### src/hdl/tdhg_pkg.sv
package tdhg_pkg;

	localparam int unsigned ModeW   = 3;
	localparam int unsigned CountW  = 4;
	localparam int unsigned CoordW  = 16;
	localparam int unsigned TicksW  = 16;
	localparam int unsigned RadiusW = 17;
	localparam int unsigned CodeW   = 3;
	localparam int unsigned CfgW    = 17;
	localparam int unsigned CfgIdxW = 1;

	localparam logic [ModeW-1:0] MODE_BEGIN  = 3'd0;
	localparam logic [ModeW-1:0] MODE_UPDATE = 3'd1;
	localparam logic [ModeW-1:0] MODE_END    = 3'd2;
	localparam logic [ModeW-1:0] MODE_TICK   = 3'd3;
	localparam logic [ModeW-1:0] MODE_CLEAR  = 3'd4;

	localparam logic [CfgIdxW-1:0] REG_HOLD_TICKS = 1'd0;
	localparam logic [CfgIdxW-1:0] REG_TAP_RADIUS = 1'd1;

	localparam logic [TicksW-1:0]  HOLD_TICKS_RST = 16'd700;
	localparam logic [RadiusW-1:0] TAP_RADIUS_RST = 17'd40;

	localparam logic [CountW-1:0] ONE_TOUCH = 4'd1;

	typedef enum logic [CodeW-1:0] {
		RC_IGNORE  = 3'd0,
		RC_MAYBE   = 3'd1,
		RC_TRIGGER = 3'd2,
		RC_FINISH  = 3'd3,
		RC_CANCEL  = 3'd4
	} result_t;

	typedef enum logic [1:0] {
		KIND_UNDEF = 2'd0,
		KIND_TAP   = 2'd1,
		KIND_HOLD  = 2'd2,
		KIND_DRAG  = 2'd3
	} kind_t;

endpackage

### src/hdl/tap_drag_hold_gesture_detector.sv
// Channel | Handshake                     | Payload
// in      | in_valid / in_ready           | mode, touch_count, pos_*, start_*, screen_*
// out     | out_valid / out_ready         | result_code, consume_hint, gesture_kind,
//         |                               | cur_*, hot_*
// cfg     | cfg_we (no wait)              | cfg_index, cfg_data
//
// One item per cycle without stalls; an item passes input, then result register.
// The input register feeds the gesture update and the result register directly.
// arst_n clears the gesture state, the registers to 700 / 40 and both valid flags.
// A stalled result holds the item in the input register and alone drops in_ready.
module tap_drag_hold_gesture_detector (
	input  logic                          clk,
	input  logic                          arst_n,
	input  logic                          in_valid,
	output logic                          in_ready,
	input  logic [tdhg_pkg::ModeW-1:0]    mode,
	input  logic [tdhg_pkg::CountW-1:0]   touch_count,
	input  logic signed [tdhg_pkg::CoordW-1:0] pos_x,
	input  logic signed [tdhg_pkg::CoordW-1:0] pos_y,
	input  logic signed [tdhg_pkg::CoordW-1:0] start_x,
	input  logic signed [tdhg_pkg::CoordW-1:0] start_y,
	input  logic signed [tdhg_pkg::CoordW-1:0] screen_x,
	input  logic signed [tdhg_pkg::CoordW-1:0] screen_y,
	output logic                          out_valid,
	input  logic                          out_ready,
	output logic [tdhg_pkg::CodeW-1:0]    result_code,
	output logic                          consume_hint,
	output logic [1:0]                    gesture_kind,
	output logic signed [tdhg_pkg::CoordW-1:0] cur_x,
	output logic signed [tdhg_pkg::CoordW-1:0] cur_y,
	output logic signed [tdhg_pkg::CoordW-1:0] hot_x,
	output logic signed [tdhg_pkg::CoordW-1:0] hot_y,
	input  logic                          cfg_we,
	input  logic [tdhg_pkg::CfgIdxW-1:0]  cfg_index,
	input  logic [tdhg_pkg::CfgW-1:0]     cfg_data
);
	import tdhg_pkg::*;

	logic                     valid_s1;
	logic [ModeW-1:0]         mode_s1;
	logic [CountW-1:0]        count_s1;
	logic signed [CoordW-1:0] pos_x_s1, pos_y_s1, start_x_s1, start_y_s1;
	logic signed [CoordW-1:0] scr_x_s1, scr_y_s1;

	logic [TicksW-1:0]  hold_ticks_q;
	logic [RadiusW-1:0] tap_radius_q;

	kind_t              kind_q;
	logic               timer_on_q;
	logic [TicksW-1:0]  ticks_q;
	logic signed [CoordW-1:0] place_x_q, place_y_q, spot_x_q, spot_y_q;

	logic               out_valid_q;
	result_t            res_code_q;
	logic               consume_q;

	logic               advance;
	logic signed [CoordW:0] diff_x, diff_y;
	logic [CoordW:0]    abs_x, abs_y;
	logic [CoordW+1:0]  manh_sum;
	logic               is_drag;

	kind_t              kind_d;
	logic               timer_on_d;
	logic [TicksW-1:0]  ticks_d;
	logic               take_pt;
	logic               clear_all;
	result_t            rc_d;
	logic               consume_d;

	assign advance  = valid_s1 && (!out_valid_q || out_ready);
	assign in_ready = !valid_s1 || advance;

	always_ff @(posedge clk or negedge arst_n) begin
		if (!arst_n) begin
			valid_s1 <= 1'b0;
		end else if (in_ready) begin
			valid_s1 <= in_valid;
		end
	end

	always_ff @(posedge clk) begin
		if (in_ready && in_valid) begin
			mode_s1    <= mode;
			count_s1   <= touch_count;
			pos_x_s1   <= pos_x;
			pos_y_s1   <= pos_y;
			start_x_s1 <= start_x;
			start_y_s1 <= start_y;
			scr_x_s1   <= screen_x;
			scr_y_s1   <= screen_y;
		end
	end

	always_ff @(posedge clk or negedge arst_n) begin
		if (!arst_n) begin
			hold_ticks_q <= HOLD_TICKS_RST;
			tap_radius_q <= TAP_RADIUS_RST;
		end else if (cfg_we) begin
			case (cfg_index)
				REG_HOLD_TICKS: hold_ticks_q <= cfg_data[TicksW-1:0];
				REG_TAP_RADIUS: tap_radius_q <= cfg_data[RadiusW-1:0];
				default: ;
			endcase
		end
	end

	assign diff_x  = {pos_x_s1[CoordW-1], pos_x_s1} - {start_x_s1[CoordW-1], start_x_s1};
	assign diff_y  = {pos_y_s1[CoordW-1], pos_y_s1} - {start_y_s1[CoordW-1], start_y_s1};
	assign abs_x   = diff_x[CoordW] ? (CoordW+1)'(-diff_x) : diff_x;
	assign abs_y   = diff_y[CoordW] ? (CoordW+1)'(-diff_y) : diff_y;
	assign manh_sum = {1'b0, abs_x} + {1'b0, abs_y};
	assign is_drag = manh_sum > {1'b0, tap_radius_q};

	always_comb begin
		kind_d     = kind_q;
		timer_on_d = timer_on_q;
		ticks_d    = ticks_q;
		take_pt    = 1'b0;
		clear_all  = 1'b0;
		rc_d       = RC_IGNORE;
		consume_d  = 1'b0;
		case (mode_s1)
			MODE_BEGIN: begin
				take_pt    = 1'b1;
				timer_on_d = 1'b1;
				ticks_d    = hold_ticks_q;
				rc_d       = RC_MAYBE;
			end
			MODE_UPDATE: begin
				if (timer_on_q && count_s1 == ONE_TOUCH) begin
					take_pt = 1'b1;
					if (is_drag) begin
						kind_d = KIND_DRAG;
						rc_d   = RC_TRIGGER;
					end else begin
						kind_d = KIND_TAP;
						rc_d   = RC_MAYBE;
					end
				end else begin
					rc_d = RC_CANCEL;
				end
			end
			MODE_END: begin
				if (count_s1 != ONE_TOUCH) begin
					rc_d = RC_CANCEL;
				end else if (!timer_on_q) begin
					rc_d = RC_IGNORE;
				end else if (kind_q == KIND_UNDEF) begin
					kind_d = KIND_TAP;
					rc_d   = RC_FINISH;
				end else if (kind_q == KIND_HOLD) begin
					rc_d = RC_CANCEL;
				end else begin
					take_pt = 1'b1;
					rc_d    = RC_FINISH;
				end
			end
			MODE_TICK: begin
				if (timer_on_q) begin
					if (ticks_q <= TicksW'(1)) begin
						if (kind_q == KIND_DRAG) begin
							ticks_d = hold_ticks_q;
						end else begin
							timer_on_d = 1'b0;
							ticks_d    = '0;
							kind_d     = KIND_HOLD;
							rc_d       = RC_FINISH;
							consume_d  = 1'b1;
						end
					end else begin
						ticks_d = ticks_q - TicksW'(1);
					end
				end
			end
			MODE_CLEAR: begin
				clear_all  = 1'b1;
				kind_d     = KIND_UNDEF;
				timer_on_d = 1'b0;
				ticks_d    = '0;
			end
			default: ;
		endcase
	end

	always_ff @(posedge clk or negedge arst_n) begin
		if (!arst_n) begin
			kind_q     <= KIND_UNDEF;
			timer_on_q <= 1'b0;
			ticks_q    <= '0;
			place_x_q  <= '0;
			place_y_q  <= '0;
			spot_x_q   <= '0;
			spot_y_q   <= '0;
		end else if (advance) begin
			kind_q     <= kind_d;
			timer_on_q <= timer_on_d;
			ticks_q    <= ticks_d;
			if (clear_all) begin
				place_x_q <= '0;
				place_y_q <= '0;
				spot_x_q  <= '0;
				spot_y_q  <= '0;
			end else if (take_pt) begin
				place_x_q <= pos_x_s1;
				place_y_q <= pos_y_s1;
				spot_x_q  <= scr_x_s1;
				spot_y_q  <= scr_y_s1;
			end
		end
	end

	always_ff @(posedge clk or negedge arst_n) begin
		if (!arst_n) begin
			out_valid_q <= 1'b0;
		end else if (advance) begin
			out_valid_q <= 1'b1;
		end else if (out_ready) begin
			out_valid_q <= 1'b0;
		end
	end

	always_ff @(posedge clk) begin
		if (advance) begin
			res_code_q <= rc_d;
			consume_q  <= consume_d;
		end
	end

	// state registers already hold the post-item snapshot while the result waits
	assign out_valid    = out_valid_q;
	assign result_code  = res_code_q;
	assign consume_hint = consume_q;
	assign gesture_kind = kind_q;
	assign cur_x        = place_x_q;
	assign cur_y        = place_y_q;
	assign hot_x        = spot_x_q;
	assign hot_y        = spot_y_q;

`ifndef SYNTHESIS
	a_consume_is_hold: assert property (@(posedge clk) disable iff (!arst_n)
		out_valid && consume_hint |-> result_code == RC_FINISH && gesture_kind == KIND_HOLD)
		else $error("consume without hold finish");
	a_trigger_is_drag: assert property (@(posedge clk) disable iff (!arst_n)
		out_valid && result_code == RC_TRIGGER |-> gesture_kind == KIND_DRAG)
		else $error("trigger without drag");
	a_timer_off_zero: assert property (@(posedge clk) disable iff (!arst_n)
		!timer_on_q |-> ticks_q == '0)
		else $error("idle timer holds a count");
	a_stall_holds_state: assert property (@(posedge clk) disable iff (!arst_n)
		out_valid && !out_ready |=> $stable(kind_q) && $stable(ticks_q))
		else $error("state moved under a stalled result");
`endif

endmodule

### config.mk
export PLATFORM = sky130hd
export DESIGN_NAME = tap_drag_hold_gesture_detector
export DESIGN_NICKNAME = d
export VERILOG_FILES = /design/src/hdl/tdhg_pkg.sv /design/src/hdl/tap_drag_hold_gesture_detector.sv
export SDC_FILE = /design/constraint.sdc
export NUM_CORES = 1
export LEC_CHECK = 0
export ABC_AREA = 1
export BUFFER_PORTS_ARGS = -buffer_cell sky130_fd_sc_hd__buf_2
export CAP_MARGIN = 25
export CORE_ASPECT_RATIO = 1.4
export CORE_UTILIZATION = 35
export DETAILED_ROUTE_END_ITERATION = 10
export GPL_ROUTABILITY_DRIVEN = 0
export PLACE_DENSITY = 0.59
export SYNTH_ARGS = -nofsm -noshare
export SYNTH_HDL_FRONTEND = slang
export SYNTH_SLANG_ARGS = --single-unit
### constraint.sdc
create_clock -name clk -period 5.2 [get_ports clk]
set_input_delay 0.78 -clock clk [delete_from_list [all_inputs] [get_ports clk]]
set_output_delay 0.78 -clock clk [all_outputs]
set_load 0.05 [all_outputs]
==> qor.yml, run 1 <==
run_status:
  status: "finished clean"
finish:
  multi_input_area_um2: 6030
  area_growth_pct: 20.3
  fin_cells: 2263
  layout-drive-gt1-share_pct: 20.3
  seqCellArea_um2: 6180
  final_cell_area_um2: 15700
  num-fill-cells: 3713
  nets: 1975
die:
  die_width_um: 165
  die_h_um: 230
  rows: 83
  coreArea_um2: 36700
  ios: 198
  floorplan.initialDensity_pct: 35.5
  die-area_um2: 38000
placed_design:
  place_hpwl_um: 24100
  pre_cts_slack_ns: 0.0605
  portBuffers: 197
  dpl_cell_area_um2: 14600
  dp_cells: 2209
sta:
  setup_ws_ns: 0.359
  finalCritPeriodShare_pct: 93.1
  max-slew-margin-rel_pct: 41.9
  fin_crit_ns: 4.84
  fin_skew_ns: 0.0186
  worst_slew_pin_slew_ns: 0.870
  finalHoldViolations: 0
  setup_violations: 0
  hold_ws_ns: 0.280
  finalMaxSlewViolations: 0
  fmax_mhz: 207
power_and_ir_drop:
  clockPowerShare_pct: 21.6
  power_uw: 7940
  combPwrFrac_pct: 47.6
  power.net_switching_uw: 3440
  irDropWorstVdd_uv: 330
  p_int_uw: 4500
  p_sw_share_pct: 43.3
  powerDensity_nw_per_um2: 507
  power_leakage_uw: 0.00783
  pwr-share-seq_pct: 30.7
logic_synthesis:
  ys.flop_type: "dfrtp_1"
  syn-num-nets: 1764
  synthesis.area_um2: 13000
  syn_inst: 1565
  ys_types: 51
  avgSynthCellArea_um2: 8.31
  yosysWarnings: 0
  ys_seq_elements: 225
  synth-async-reset-ratio_pct: 52.4
  synth_edf_count: 107
  synth-seq-area-share_pct: 47.5
global_route:
  grt_pass1_wl_um: 51200
  grt_antenna_before_repair: 4
  grt_usage_pct: 16.8
  overflow: 0
  grt_max_degree: 66
  grt_pass1_vias: 10456
drt:
  via_per_inst: 4.72
  drt_wl_total_um: 31800
  wire_per_inst_um: 14.1
  vias: 10689
  drt-initial-drc-count: 529
  drcViolationCount: 0
  drt_first_pass_iters: 5
  ant_nets: 0
clock_tree:
  path_clk_slew_ns: 0.06
  clockRootBuffer: "clkbuf_16"
  cts_made_buffers: 24
  cts_max_path_buffers: 3
  cts_tree: "yes"
  cts_max_level: 1
  clk_latency_ns: 0.54
  cts.sink_count: 225
flow_run:
  drv_cap: 0
setup_path:
  cp-start-kind: "register"
  critPathKind: "register to register"
  critPathTopFamily: "simple AND/OR/NAND/NOR gates"
  arrival_ns: 5.12
  cp-end-kind: "register"
  critPathMostFrequentCell: "nand2_1"
  cp.required_ns: 5.48
  reg2reg_from: "start_x_s1[0]"
  crit_slowest_cell: "fa_2"
  path_max_fanout: 4
  r2r-end: "result_code[1]"
  startpoint: "start_x_s1[0]"
  path_buf_inv: 2
  rrSetupSlack_ns: 0.36
  r2r_cells: 32
  crit_path_max_incr_delay_ns: 0.57
worst_hold_path:
  min-delay-path-class: "input pin to asynchronous set/reset pin"
[flip-flops by register name, summed over array words and instances, names as in the netlist]
signal	cells
scr_x_s1	16
start_y_s1	16
hot_x	16
valid_s1	1
pos_y_s1	16
scr_y_s1	16
mode_s1	3
cur_x	16
pos_x_s1	16
count_s1	4
start_x_s1	16
out_valid	1
result_code	3
tap_radius_q	17
hold_ticks_q	16
hot_y	16
timer_on_q	1
gesture_kind	2
cur_y	16
consume_hint	1
ticks_q	16
[metrics by stage]
step | utilization [%] | TNS, ns
floorplan | - | 0
global placement | 39.7 | 0
detailed placement | 39.7 | 0
CTS | 41.8 | 0
global route | 42.7 | -0.0335
finish | 42.7 | 0
[cells in the final DEF (no fill, tap or decap), types with 4 or more instances in the layout]
master,count
nand2_1,450
inv_1,234
buf_2,196
dfrtp_1,110
edfxtp_1,107
o21ai_0,93
nor2_1,87
a21oi_1,67
ha_1,58
nand3_1,49
xor2_1,36
nand4_1,26
o21ai_1,25
clkbuf_16,24
buf_4,24
nand2_2,23
nor2_2,15
nor3_1,13
a22oi_1,13
nand3_2,11
xnor2_1,10
nand3b_1,8
dfstp_2,8
o211ai_1,7
ha_4,7
inv_2,6
o21ai_2,5
o31ai_1,5
ha_2,5
clkbuf_1,5
clkinv_1,5
xnor2_2,4
a21oi_2,4
[layout make-up]
| cell class | instances | area share (%) |
|---|---|---|
| diodes | 2 | 0.0320 |
| repair buffers | 220 | 7.42 |
| inverters | 242 | 5.83 |
| multi-input cells | 1063 | 38.5 |
| well taps | 467 | 3.73 |
| clock inverters | 13 | 0.887 |
| clock buffers | 31 | 4.13 |
| flip-flops and latches | 225 | 39.4 |
[Yosys cell counts, types with 4 or more instances]
cell type  instances  area (µm²)
nor2_2             9        56.3
xnor2_2            4        65.1
o21ai_1           26         130
nor3_1            14        70.1
nand2_1          457        1720
edfxtp_1         107        3210
buf_2              4        20.0
nand2_2           18         113
nand3_1           55         275
xnor2_1           10        87.6
inv_2              4        15.0
nor2_1            93         349
o21ai_0           97         485
dfrtp_1          110        2750
xor2_1            38         333
dfstp_2            8         210
a22oi_1           13        97.6
ha_1              70         876
nand4_1           26         163
a21oi_1           70         350
nand3b_1           8        60.1
nand3_2            6        60.1
clkbuf_1          26        97.6
o31ai_1            5        37.5
o211ai_1           7        52.6
inv_1            238         893
[logic make-up after synthesis]
family | Yosys count | synth area share (%)
AND/OR/NAND/NOR | 699 | 22.9
buffers and inverters | 277 | 8.17
AO/OA/AOI/OAI | 237 | 10.1
flip-flops | 225 | 47.5
adder cells (fa/ha/maj) | 73 | 7.19
XOR/XNOR | 54 | 4.15
[how the worst max path moves through the flow]
| stage | end | slack (ns) | cells past startpoint |
|---|---|---|---|
| after floorplan | result_code[1] | 0.61 | 37 |
| after global placement | result_code[1] | 0.12 | 37 |
| after detailed placement | result_code[1] | 0.06 | 37 |
| after CTS | result_code[1] | 0.03 | 37 |
| after global routing | result_code[1] | -0.03 | 36 |
| final | result_code[1] | 0.36 | 32 |
[power groups by stage]
| stage | logic [µW] | clock network (µW) | registers [µW] |
|---|---|---|---|
| 5_1_grt | 4240 | 1830 | 2480 |
| 3_3_place_gp | 3530 | 0 | 2460 |
| 2_1_floorplan | 2090 | 0 | 3090 |
| 3_5_place_dp | 3580 | 0 | 2470 |
| 6_report | 3780 | 1720 | 2440 |
| 4_1_cts | 3590 | 1770 | 2440 |
[timing repair]
action,CTS,global route
endpoints found under the setup margin,0,3
setup buffers,0,8
hold buffers,0,0
resized for setup,0,60
[metal layers]
metal	vias up	wire length, µm	track usage [%]
li1	5501	-	-
met1	4878	12500	18.3
met2	239	16300	30.8
met3	67	1970	4.13
met4	4	1050	6.54
met5	-	22	0
No activity file was read; power rests on OpenSTA's default activity.
==> run 2, diff against run 1 <==
--- a/config.mk
+++ b/config.mk
@@ -5,7 +5,6 @@
 export SDC_FILE = /design/constraint.sdc
 export NUM_CORES = 1
 export LEC_CHECK = 0
-export ABC_AREA = 1
 export BUFFER_PORTS_ARGS = -buffer_cell sky130_fd_sc_hd__buf_2
 export CAP_MARGIN = 25
 export CORE_ASPECT_RATIO = 1.4
==> run 2 against run 1 <==
Against the previous run:
- the flow now finishes with violations (negative setup slack)
- area after synthesis decreased by 8.1%
- sequential share of layout area decreased by 0.33 points
- routed wire length decreased by 8.0%
- count of clock-buffer cells in the layout unchanged
- critical path depth decreased by 3
- via count decreased by 10%
- flip-flop and latch count unchanged
- global-route usage about the same
- clock skew decreased by 0.0074 ns
- critical path type unchanged
- critical endpoint is now result_code[0]
- highest routed layer is now met4
==> qor.yml, run 2 <==
finish:
  final_cell_area_um2: 15800
  area_growth_pct: 32.0
  nets: 1723
  layout-drive-gt1-share_pct: 33.3
  finish.utilization_pct: 47.3
  largest_register_ffs: 17
  final_common_cell: "buf_2"
  layout_common_cells: "buf_2, nand2_1, buf_4"
  top_register: "tap_radius_q"
sta:
  fin_skew_ns: 0.0112
  finalMaxSlewViolations: 0
  fmax_mhz: 166
  rsz0062_at_grt: "true"
  worst_slew_pin_slew_ns: 1.03
  finalHoldViolations: 0
  finalCritPeriodShare_pct: 116
  setup_violations: 3
  setup_ws_ns: -0.839
  fin_crit_ns: 6.04
  max-slew-margin-rel_pct: 31.0
setup_path:
  arrival_ns: 6.43
  r2r_cells: 29
  critPathKind: "register to register"
  reg2reg_from: "start_x_s1[0]"
  cp-end-kind: "register"
  rrSetupSlack_ns: -0.84
  path_max_fanout: 5
  cp-start-kind: "register"
  r2r-end: "result_code[0]"
  cp.required_ns: 5.59
  crit_path_max_incr_delay_ns: 0.50
  crit_slowest_cell: "or4_4"
logic_synthesis:
  ys.flop_type: "dfrtp_1"
  yosysWarnings: 0
  synth-async-reset-ratio_pct: 52.4
  synth_edf_count: 107
  synth_top_area_share_pct: 26.9
  synthesis.area_um2: 12000
  ys_types: 72
  ys_seq_elements: 225
  yosysTopAreaCell: "edfxtp_1"
  synth.most_common_cell: "nand2_1"
  syn-num-nets: 1368
  avgSynthCellArea_um2: 10.2
  yosys-top-cells-area: "edfxtp_1, dfrtp_1, ha_1, nand2_1, o21ai_1"
  syn_inst: 1169
  synth-seq-area-share_pct: 51.6
  synth_top_cells_by_count: "nand2_1, dfrtp_1, edfxtp_1"
drt:
  drt_first_pass_iters: 4
  ant_nets: 0
  drcViolationCount: 0
  vias: 9587
  via_per_inst: 4.82
  drt-initial-drc-count: 334
  drt_wl_total_um: 29300
  wire_per_inst_um: 14.7
clock_tree:
  cts.sink_count: 225
  clockRootBuffer: "clkbuf_16"
  cts_max_path_buffers: 3
  path_clk_slew_ns: 0.06
  cts_max_level: 1
  clk_latency_ns: 0.53
  cts_tree: "yes"
  cts_made_buffers: 24
global_route:
  grt_pass1_wl_um: 46900
  grt_usage_pct: 16.9
  overflow: 0
  grt_pass1_vias: 9645
  grt_max_degree: 129
  grt_antenna_before_repair: 1
power_and_ir_drop:
  power_leakage_uw: 0.00730
  irDropWorstVdd_uv: 259
  powerDensity_nw_per_um2: 482
  clockPowerShare_pct: 22.4
  p_int_uw: 4720
  power_uw: 7600
  power.net_switching_uw: 2890
  pwr-share-seq_pct: 30.4
  combPwrFrac_pct: 47.2
  p_sw_share_pct: 37.9
die:
  rows: 79
  die-area_um2: 34900
  floorplan.initialDensity_pct: 35.8
  coreArea_um2: 33400
  die_width_um: 158
  ios: 198
  die_h_um: 221
worst_hold_path:
  min-delay-path-class: "input pin to asynchronous set/reset pin"
placed_design:
  portBuffers: 197
  dpl_cell_area_um2: 14700
  place_hpwl_um: 22100
  pre_cts_slack_ns: -0.896
run_status:
  status: "complete, but fails checks"
  violations: "negative setup slack"
flow_run:
  drv_cap: 0
[run 2: changes by cell type in the layout (fill, tap and decap cells not counted), sizes merged, moves of 12 or more]
cell    change
nand2     -294
inv       -165
buf       +151
nand3      -47
mux2       +32
nor2       -32
xnor2      +22
nand4      -20
a21o       +17
nand2b     +12
nor4       +12
[run 2: cell families (layout without fill, tap and decap cells)]
kind of cell	count (synthesis)	after routing	synth area share, %
AOI/OAI and AO/OA	279	280	14.2
xor gates and xnor gates	69	69	5.05
adders and majority gates	73	73	7.83
buffers and inverters	118	490	3.80
DFF	225	225	51.6
muxes	33	33	3.10
other	0	1	0
and+or+nand+nor	372	372	14.4
[run 2: worst max-delay path by stage]
stage | end | cells past startpoint | startpoint | slack [ns]
6_report | result_code[0] | 29 | start_x_s1[0] | -0.84
5_1_grt | result_code[0] | 31 | pos_y_s1[0] | -1.08
4_1_cts | result_code[0] | 31 | pos_y_s1[0] | -0.81
3_5_place_dp | result_code[0] | 32 | pos_y_s1[0] | -0.90
3_3_place_gp | result_code[0] | 31 | pos_y_s1[0] | -0.81
2_1_floorplan | result_code[0] | 31 | pos_y_s1[0] | -0.51
[run 2: power by group through the flow]
stage | Sequential [µW] | Combinational [µW] | Clock (µW)
finish | 2310 | 3590 | 1700
global route | 2340 | 3960 | 1810
CTS | 2310 | 3430 | 1750
detailed placement | 2340 | 3270 | 0
global placement | 2330 | 3220 | 0
floorplan | 2760 | 1770 | 0
[run 2: critical path: cells and delay by family, from the launching register on]
kind	cells	cell delay (ns)
XOR/XNOR	2	0.24
AO/OA/AOI/OAI	13	2.54
buffers and inverters	2	0.17
AND/OR/NAND/NOR	8	1.33
flip-flops	1	0.41
adder cells (fa/ha/maj)	4	1.19
[run 2: through the flow]
| step | hold slack, ns | setup TNS, ns | cells |
|---|---|---|---|
| 2_1_floorplan | 0.449 | -1.22 | 1169 |
| 3_3_place_gp | 0.460 | -2.14 | 1925 |
| 3_5_place_dp | 0.469 | -2.38 | 1925 |
| 4_1_cts | 0.0877 | -2.25 | 1974 |
| 5_1_grt | 0.107 | -3.04 | 1987 |
| 6_report | 0.110 | -2.39 | 1988 |
[run 2: metal layers]
| layer | vias to the layer above | track usage (%) | wire, µm |
|---|---|---|---|
| met5 | - | 0 | 0 |
| met4 | 0 | 4.84 | 624 |
| met3 | 41 | 3.49 | 1500 |
| met2 | 168 | 32.4 | 15700 |
| met1 | 4536 | 18.3 | 11400 |
| li1 | 4842 | - | - |
[run 2: what timing repair did]
action / 4_1_cts / 5_1_grt
cloned: 1 / 0
hold buffers: 0 / 0
pin swaps: 29 / 26
setup buffers: 4 / 13
endpoints found under the setup margin: 3 / 3
gates resized for setup: 18 / 21
[run 2: layout make-up]
| cell class | instances | area (µm²) |
|---|---|---|
| Antenna cell | 1 | 2.50 |
| Clock buffer | 31 | 637 |
| Clock inverter | 13 | 148 |
| Fill cell | 3273 | 17600 |
| Inverter | 75 | 282 |
| Multi-Input combinational cell | 827 | 5670 |
| Sequential cell | 225 | 6180 |
| Tap cell | 445 | 557 |
| Timing Repair Buffer | 371 | 2320 |
==> run 3, diff against run 2 <==
--- a/config.mk
+++ b/config.mk
@@ -9,6 +9,7 @@
 export CAP_MARGIN = 25
 export CORE_ASPECT_RATIO = 1.4
 export CORE_UTILIZATION = 35
+export CTS_BUF_LIST = sky130_fd_sc_hd__clkbuf_16
 export DETAILED_ROUTE_END_ITERATION = 10
 export GPL_ROUTABILITY_DRIVEN = 0
 export PLACE_DENSITY = 0.59
==> run 3 against run 2 <==
Against the previous run:
- clock power about the same
- highest routed layer unchanged
- the run still ends with negative setup slack left
- global-route usage barely moved
- routed wire length hardly changed
==> qor.yml, run 3 (synthesis gave the netlist of run 2 again) <==
finish:
  seqCellArea_um2: 6180
  nets: 1723
  layout_common_cells: "buf_2, nand2_1, buf_4"
  largest_register_ffs: 17
  final_common_cell: "buf_2"
  final_cell_area_um2: 15800
  fin_cells: 1988
  num-fill-cells: 3275
  multi_input_area_um2: 5670
  top_register: "tap_radius_q"
  area_growth_pct: 31.9
  layout-drive-gt1-share_pct: 33.3
clock_tree:
  path_clk_slew_ns: 0.06
  cts_tree: "yes"
  cts_max_level: 1
  cts_made_buffers: 24
  cts_max_path_buffers: 3
  ctsHoldBuffers: 0
  clk_latency_ns: 0.53
  clockRootBuffer: "clkbuf_16"
  cts.sink_count: 225
drt:
  ant_nets: 0
  wire_per_inst_um: 14.7
  drt-initial-drc-count: 292
  drt_wl_total_um: 29300
  drt_first_pass_iters: 4
  vias: 9620
  drcViolationCount: 0
  via_per_inst: 4.84
setup_path:
  r2r-end: "result_code[0]"
  r2r_cells: 29
  cp-end-kind: "register"
  crit_path_max_incr_delay_ns: 0.50
  path_max_fanout: 7
  critPathKind: "register to register"
  cp-start-kind: "register"
  arrival_ns: 6.42
  cp.required_ns: 5.59
  reg2reg_from: "start_y_s1[0]"
  crit_slowest_cell: "or4_4"
  rrSetupSlack_ns: -0.83
sta:
  finalMaxSlewViolations: 0
  fin_crit_ns: 6.03
  finalSetupTns_ns: -2.37
  finalCritPeriodShare_pct: 116
  fmax_mhz: 166
  setup_violations: 3
  finalHoldViolations: 0
  max-slew-margin-rel_pct: 32.2
  worst_slew_pin_slew_ns: 1.01
  rsz0062_at_grt: "true"
  fin_skew_ns: 0.0114
  setup_ws_ns: -0.831
placed_design:
  place_hpwl_um: 22100
  pre_cts_slack_ns: -0.896
  portBuffers: 197
  dp_cells: 1925
  dpl_cell_area_um2: 14700
global_route:
  grt_pass1_wl_um: 46800
  overflow: 0
  grt_pass1_vias: 9634
  grt_max_degree: 129
  grt_antenna_before_repair: 1
  grt_usage_pct: 16.9
power_and_ir_drop:
  powerDensity_nw_per_um2: 480
  power_leakage_uw: 0.00732
  irDropWorstVdd_uv: 259
  power_uw: 7580
die:
  rows: 79
  die-area_um2: 34900
  ios: 198
  coreArea_um2: 33400
  die_width_um: 158
  die_h_um: 221
  floorplan.initialDensity_pct: 35.8
run_status:
  violations: "negative setup slack"
  status: "complete, but fails checks"
flow_run:
  drv_cap: 0
worst_hold_path:
  min-delay-path-class: "input pin to asynchronous set/reset pin"
-- run 3: changes by cell type in the layout (fill, tap and decap cells not counted), sizes merged --
cell    change
inv         +6
clkinv      +1
clkbuf      -7
-- run 3: routing by layer --
layer  global-route usage (%)  part of all wire (%)  vias up  wire length (µm)
li1                         -                     -     4846                 -
met1                     18.3                    39     4550             11500
met2                     32.4                    53      182             15700
met3                     3.49                   5.2       42              1530
met4                     4.84                   2.1        0               617
met5                        0                     0        -                 0
-- run 3: layout make-up --
cell class | count | share of cell area, %
multi-input combinational | 827 | 35.9
tap | 445 | 3.53
sequential | 225 | 39.1
clock inverter | 20 | 1.10
timing repair buffer | 371 | 14.7
inverter | 75 | 1.78
clock buffer | 24 | 3.81
antenna | 1 | 0.0159
-- run 3: power by group --
part | leakage [µW] | switching, µW | internal (µW)
Combinational | 0.00445 | 2000 | 1590
Clock | 0.000394 | 723 | 952
Sequential | 0.00248 | 166 | 2150
-- run 3: per-stage QoR --
stage	util, %	hold WS [ns]
6_report	47.2	0.110
2_1_floorplan	-	0.449
3_3_place_gp	43.9	0.460
3_5_place_dp	43.9	0.469
5_1_grt	47.2	0.106
4_1_cts	46.6	0.0875
-- run 3: timing repair --
action,in CTS,in global routing
cloned,1,0
pin swaps,29,26
resized for setup,18,21
setup buffers,4,13
endpoints found under the setup margin,3,3
-- run 3: worst max path at each step --
stage | start | cells past startpoint | slack (ns) | endpoint
3_5_place_dp | pos_y_s1[0] | 32 | -0.90 | result_code[0]
3_3_place_gp | pos_y_s1[0] | 31 | -0.81 | result_code[0]
6_report | start_y_s1[0] | 29 | -0.83 | result_code[0]
4_1_cts | pos_y_s1[0] | 31 | -0.81 | result_code[0]
5_1_grt | pos_y_s1[0] | 31 | -1.08 | result_code[0]
2_1_floorplan | pos_y_s1[0] | 31 | -0.51 | result_code[0]
-- run 3: worst max-delay path, delay by kind of cell (launching register included) --
family          cells  cell delay, ns
compound gates     13            2.44
simple gates        9            1.40
fa+ha+maj           4            1.14
flops               1            0.40
xor+xnor            2            0.35
buf+inv             1            0.16
